--- config.mk ---
export PLATFORM = sky130hd
export DESIGN_NAME = sh9_front_flat
export DESIGN_NICKNAME = d
export VERILOG_FILES = /design/src/design/sh9_pkg.sv /design/src/design/sh9_if.sv /design/src/design/sh9_front.sv /design/src/flat_wrapper.sv
export SDC_FILE = /design/constraint.sdc
export NUM_CORES = 1
export LEC_CHECK = 0
export ABC_AREA = 0
export BUFFER_PORTS_ARGS = -buffer_cell sky130_fd_sc_hd__buf_2
export CAP_MARGIN = 20
export CORE_ASPECT_RATIO = 1.1
export CORE_MARGIN = 4
export CORE_UTILIZATION = 50
export CTS_BUF_LIST = sky130_fd_sc_hd__clkbuf_4 sky130_fd_sc_hd__clkbuf_8 sky130_fd_sc_hd__clkbuf_16
export CTS_CLUSTER_DIAMETER = 200
export DETAILED_ROUTE_END_ITERATION = 7
export GPL_TIMING_DRIVEN = 0
export PLACE_DENSITY = 0.71
export SETUP_SLACK_MARGIN = 0.5
export SKIP_LAST_GASP = 1
export SLEW_MARGIN = 15
export SYNTH_ARGS = -nofsm -noshare
export SYNTH_HDL_FRONTEND = slang
export SYNTH_SLANG_ARGS = --single-unit
--- constraint.sdc ---
create_clock -name clk_i -period 4.7 [get_ports clk_i]
set_input_delay 0.94 -clock clk_i [delete_from_list [all_inputs] [get_ports clk_i]]
set_output_delay 0.94 -clock clk_i [all_outputs]
set_load 0.02 [all_outputs]
--- src/design/sh9_pkg.sv ---
// Shared types, constants and tables for the SH9 irradiance accumulator.
// Used by the front queue, the back datapath, the top level and the checker.
package sh9_pkg;

  localparam int unsigned ACC_WIDTH_DEF = 64;
  localparam int unsigned NUM_SUMS      = 27;
  localparam int unsigned IDX_W         = 5;
  localparam int unsigned BAND_W        = 4;
  localparam int unsigned CH_W          = 2;
  localparam int unsigned COEF_W        = 32;
  localparam int unsigned GAIN_W        = 32;
  localparam int unsigned FIFO_DEPTH    = 4;

  localparam logic [IDX_W-1:0] IDX_LAST = IDX_W'(NUM_SUMS - 1);

  // Basis terms in band order
  localparam logic [BAND_W-1:0] BAND_ONE  = 4'd0;
  localparam logic [BAND_W-1:0] BAND_Y    = 4'd1;
  localparam logic [BAND_W-1:0] BAND_Z    = 4'd2;
  localparam logic [BAND_W-1:0] BAND_X    = 4'd3;
  localparam logic [BAND_W-1:0] BAND_XY   = 4'd4;
  localparam logic [BAND_W-1:0] BAND_YZ   = 4'd5;
  localparam logic [BAND_W-1:0] BAND_ZZ   = 4'd6;
  localparam logic [BAND_W-1:0] BAND_ZX   = 4'd7;
  localparam logic [BAND_W-1:0] BAND_XXYY = 4'd8;
  localparam logic [BAND_W-1:0] BAND_LAST = BAND_XXYY;

  localparam logic [CH_W-1:0] CH_RED   = 2'd0;
  localparam logic [CH_W-1:0] CH_GREEN = 2'd1;
  localparam logic [CH_W-1:0] CH_BLUE  = 2'd2;

  typedef enum logic {
    KIND_ADD  = 1'b0,
    KIND_READ = 1'b1
  } sh9_kind_e;

  typedef struct packed {
    sh9_kind_e   kind;
    logic [15:0] dir_x;
    logic [15:0] dir_y;
    logic [15:0] dir_z;
    logic [15:0] red;
    logic [15:0] green;
    logic [15:0] blue;
    logic [23:0] weight;
  } sh9_item_t;

  // Cosine-lobe gains, Q0.32
  function automatic logic [GAIN_W-1:0] band_gain(input logic [BAND_W-1:0] band);
    logic [GAIN_W-1:0] k;
    unique case (band)
      BAND_ONE:                   k = 32'd341782638;
      BAND_Y, BAND_Z, BAND_X:     k = 32'd683565276;
      BAND_XY, BAND_YZ, BAND_ZX:  k = 32'd1281684892;
      BAND_ZZ:                    k = 32'd106807074;
      BAND_XXYY:                  k = 32'd320421223;
      default:                    k = '0;
    endcase
    return k;
  endfunction

endpackage

--- src/design/sh9_if.sv ---
// Valid/ready channel interfaces for the SH9 accumulator: sample/command in,
// coefficient out. No dependencies.
interface sh9_in_if;
  logic               valid;
  logic               ready;
  logic               cmd;
  logic signed [15:0] dir_x;
  logic signed [15:0] dir_y;
  logic signed [15:0] dir_z;
  logic        [15:0] red;
  logic        [15:0] green;
  logic        [15:0] blue;
  logic        [23:0] weight;

  modport source (
    output valid, cmd, dir_x, dir_y, dir_z, red, green, blue, weight,
    input  ready
  );
  modport sink (
    input  valid, cmd, dir_x, dir_y, dir_z, red, green, blue, weight,
    output ready
  );
endinterface


--- src/design/sh9_front.sv ---
// Front end: accepts requests, classifies them as add or readout and queues
// them for the back end. Depends on sh9_pkg and sh9_in_if.
module sh9_front import sh9_pkg::*; (
  input  logic      clk_i,
  input  logic      rst_ni,
  sh9_in_if.sink    in_i,
  output logic      q_valid_o,
  output sh9_item_t q_item_o,
  input  logic      q_ready_i
);

  localparam int unsigned PTR_W = $clog2(FIFO_DEPTH);

  sh9_item_t        mem_q [FIFO_DEPTH];
  logic [PTR_W-1:0] wr_ptr_q, rd_ptr_q;
  logic [PTR_W:0]   count_q;
  logic             push, pop;
  sh9_item_t        item_in;

  assign in_i.ready = (count_q != (PTR_W + 1)'(FIFO_DEPTH));
  assign push       = in_i.valid && in_i.ready;
  assign q_valid_o  = (count_q != '0);
  assign pop        = q_valid_o && q_ready_i;
  assign q_item_o   = mem_q[rd_ptr_q];

  always_comb begin
    item_in.kind   = in_i.cmd ? KIND_READ : KIND_ADD;
    item_in.dir_x  = in_i.dir_x;
    item_in.dir_y  = in_i.dir_y;
    item_in.dir_z  = in_i.dir_z;
    item_in.red    = in_i.red;
    item_in.green  = in_i.green;
    item_in.blue   = in_i.blue;
    item_in.weight = in_i.weight;
  end

  always_ff @(posedge clk_i or negedge rst_ni) begin
    if (!rst_ni) begin
      wr_ptr_q <= '0;
      rd_ptr_q <= '0;
      count_q  <= '0;
    end else begin
      if (push) wr_ptr_q <= wr_ptr_q + 1'b1;
      if (pop)  rd_ptr_q <= rd_ptr_q + 1'b1;
      if (push && !pop)      count_q <= count_q + 1'b1;
      else if (pop && !push) count_q <= count_q - 1'b1;
    end
  end

  always_ff @(posedge clk_i) begin
    if (push) mem_q[wr_ptr_q] <= item_in;
  end

endmodule

--- src/flat_wrapper.sv ---
// flat-port wrapper written by rule: the top's interface ports become plain ports
module sh9_front_flat import sh9_pkg::*;
  (clk_i, rst_ni, q_valid_o, q_item_o, q_ready_i, in_i_valid, in_i_cmd, in_i_dir_x, in_i_dir_y, in_i_dir_z, in_i_red, in_i_green, in_i_blue, in_i_weight, in_i_ready);
  sh9_in_if in_i_i ();
  input  logic clk_i;
  input  logic rst_ni;
  output logic q_valid_o;
  output sh9_item_t q_item_o;
  input  logic q_ready_i;
  input wire logic [$bits(in_i_i.valid)-1:0] in_i_valid;
  input wire logic [$bits(in_i_i.cmd)-1:0] in_i_cmd;
  input wire logic [$bits(in_i_i.dir_x)-1:0] in_i_dir_x;
  input wire logic [$bits(in_i_i.dir_y)-1:0] in_i_dir_y;
  input wire logic [$bits(in_i_i.dir_z)-1:0] in_i_dir_z;
  input wire logic [$bits(in_i_i.red)-1:0] in_i_red;
  input wire logic [$bits(in_i_i.green)-1:0] in_i_green;
  input wire logic [$bits(in_i_i.blue)-1:0] in_i_blue;
  input wire logic [$bits(in_i_i.weight)-1:0] in_i_weight;
  output wire logic [$bits(in_i_i.ready)-1:0] in_i_ready;
  assign in_i_i.valid = in_i_valid;
  assign in_i_i.cmd = in_i_cmd;
  assign in_i_i.dir_x = in_i_dir_x;
  assign in_i_i.dir_y = in_i_dir_y;
  assign in_i_i.dir_z = in_i_dir_z;
  assign in_i_i.red = in_i_red;
  assign in_i_i.green = in_i_green;
  assign in_i_i.blue = in_i_blue;
  assign in_i_i.weight = in_i_weight;
  assign in_i_ready = in_i_i.ready;
  sh9_front u_core (.clk_i(clk_i), .rst_ni(rst_ni), .in_i(in_i_i), .q_valid_o(q_valid_o), .q_item_o(q_item_o), .q_ready_i(q_ready_i));
endmodule
==> impl_results.md <==
- CP Cell Sequence: clkbuf_1, buf_2, buf_2, mux4_2, buf_2
- Netlist cell types: 19
- Via count: approximately 8000
- Worst flop-to-flop path startpoint: u_core.count_q[0]$_DFFE_PN0P_
- Share of power burned in registers: between 40 and 50%
- Final HPWL DP: 21200 um
- Reg clk slew, reported paths: around 0.060 ns
- Yosys warnings: 0
- Leak: between 7 and 8 nW
- Crit start category: register
- Post-cts resize count: 0
- Total setup buffers inserted after CTS: 0
- Clk pwr share: a little over a quarter
- CP Data Required Time: about 3.8 ns
- Seq. cell area: between 0.01 and 0.015 mm^2
- 1st-iter DRT viols: around 500
- Hold buffers post-CTS: 0
- Port bufs: 247
- Die W: ~190 um
- Synth Cell Area: between 0.015 and 0.02 mm^2
- Remaining antenna violation count: 0
- Area leader, netlist: edfxtp_1
- Clock root buffer: clkbuf_16
- Max VDD drop: 0.362 mV
- Critical path's largest stage delay: around 0.37 ns
- Delay-heaviest family, CP: buffers and inverters
- Maxcap violations: 0
- Mapped Nets: roughly 800
- Sw frac: ~31%
- GP Congestion: slightly above 0.7
- CP Buf/Inv Count: 4
- Final wirelength: between 30000 and 40000 um
- Filler cells: 2425
- Vias in the first global route: approximately 8400
- Cell count after synthesis: 668
- Worst-path fanout max: 10
- Initial antenna violation count: 6
- Worst Tran Pin Value: between 0.6 and 0.7 ns
- Clk_lat worst skew: 0.56 ns
- CP Capture Type: output pin
- WHS: roughly 0.22 ns
- Die height: roughly 210 um
- Synthesized flop and latch total: between 400 and 500
- Max Slew Vio Count: 0
- Clk buf depth: 3
- Worst Hold Class: input port to asynchronous set/reset pin
- Slew headroom: 53.5%
- Total die area: between 0.03 and 0.04 mm^2
- Worst-case clock skew: approximately 0.026 ns
- GR Util All Layers: between 10% and 20%
- Worst reg-to-reg path cell count: 5
- FP Rows: 72
- Sw power: 4.48 mW
- F_max: 301 MHz
- Setup CP Type: register to output pin
- Data arrival, critical path: around 2.4 ns
- Register area share after synthesis: 82.4%
- TritonCTS buffer count: 48
- Core area: between 0.03 and 0.04 mm^2
- Vias/cell: roughly 5.3
- Final Hold Fails: 0
- Highest-delay cell along the critical path: buf_2
- Layout net count: approximately 1100
- Tmin final: between 3 and 4 ns
- Share of layout cells above drive strength 1: 48.1%
- WP depth: 5
- Largest net degree at the start of global routing: 47
- Top cells by area, synth: edfxtp_1, mux4_2, dfrtp_1
- Setup TNS Final: 0 ns
- CTS sink cnt: slightly below 500
- Most common cell after layout, fill and taps aside: edfxtp_1
- Final instance area: ~0.022 mm^2
- Synth Area per Inst: 26.7 um^2
- Initial Util: 50.7%
- Area growth syn-to-layout: 20.8%
- Worst setup startpoint: u_core.rd_ptr_q[1]$_DFFE_PN0P_
- Dpl cell area: 0.0200 mm^2
- Multi-input gate area: around 0.0030 mm^2
- # DRC: 0
- Pint: 9.97 mW
- # setup viols final: 0
- CTS tree: done
- RSZ-0062 raised after global routing: no
- First-pass GRT wire length: between 50000 and 60000 um
- Final Cycle Share: a little over two thirds
- Status: finished clean
- Wire per inst: 22.4 um
- Most frequent cells in the layout: edfxtp_1, buf_2, mux4_2
- Gate power share: 32.3%
- Share of the synthesized area in the top cell type: about four fifths
- Drt pass-1 iters: 4
- I/O pin total: 248
- Grt ovf: 0
- Most frequent CP cell: buf_2
- H-Tree Depth: 2
- Power per cell area: roughly 670 mW/mm^2
[routing by layer]
metal	part of all wire [%]	track usage, %
met1	40	22.8
met2	51	28.8
met3	6.1	4.44
met4	2.5	5.95
met5	0.14	0
[Yosys cell counts, drive strengths merged]
| cell | count |
|---|---|
| dfrtp | 7 |
| ha | 5 |
| mux2 | 2 |
| clkbuf | 4 |
| inv | 3 |
| and2 | 4 |
| xor2 | 2 |
| nor2 | 2 |
| a21boi | 1 |
| nand3 | 1 |
| xnor2 | 4 |
| buf | 24 |
| or3 | 1 |
| fa | 1 |
| mux4 | 121 |
| nand2 | 2 |
| edfxtp | 484 |
[worst paths after layout]
path	slack [ns]	to
max	1.37	q_item_o[65]
min	0.22	u_core.count_q[1]$_DFFE_PN0P_
max reg2reg	2.21	u_core.mem_q[3][82]$_DFFE_PP_
min reg2reg	0.53	u_core.count_q[2]$_DFFE_PN0P_
max in group asynchronous	4.32	u_core.wr_ptr_q[1]$_DFFE_PN0P_
min in group clk_i	0.53	u_core.count_q[2]$_DFFE_PN0P_
[cell type report]
class	instances	share of cell area [%]
Antenna cell	3	0.0348
Multi-Input combinational cell	146	13.7
Inverter	3	0.0522
Timing Repair Buffer	257	6.87
Buffer	28	0.899
Sequential cell	491	68.2
Tap cell	481	2.79
Clock buffer	56	6.01
Clock inverter	31	1.46
[sequential cells by signal, summed over array words and instances, names as in the netlist]
register / cells
u_core.wr_ptr_q: 2
u_core.count_q: 3
u_core.mem_q: 484
u_core.rd_ptr_q: 2
[logic make-up (layout without fill, tap and decap cells)]
family,after synthesis,in the layout,share of synthesized area (%)
DFF,491,491,82.4
adders and majority gates,6,6,0.462
muxes,123,123,15.4
xor gates and xnor gates,6,6,0.294
AOI/OAI and AO/OA,1,1,0.0630
other,0,3,0
and+or+nand+nor,10,10,0.287
buffers and inverters,31,375,1.15
[power groups by stage]
| stage | clock [mW] | combinational [mW] | sequential, mW |
|---|---|---|---|
| 2_1_floorplan | 0 | 3.15 | 6.03 |
| 3_3_place_gp | 0 | 4.63 | 6.11 |
| 3_5_place_dp | 0 | 4.79 | 6.05 |
| 4_1_cts | 3.94 | 4.81 | 5.96 |
| 5_1_grt | 4.14 | 5.00 | 6.02 |
| 6_report | 3.84 | 4.66 | 5.95 |
[per-stage QoR]
step	cells	total power, mW	setup slack [ns]	util [%]
global placement	1396	10.7	0.122	55.9
detailed placement	1406	10.8	1.65	56.6
global route	1496	15.2	1.18	61.2
finish	1496	14.5	1.37	61.2
CTS	1493	14.7	1.26	61.2
floorplan	668	9.19	1.52	-
No activity file was read; power rests on OpenSTA's default activity.
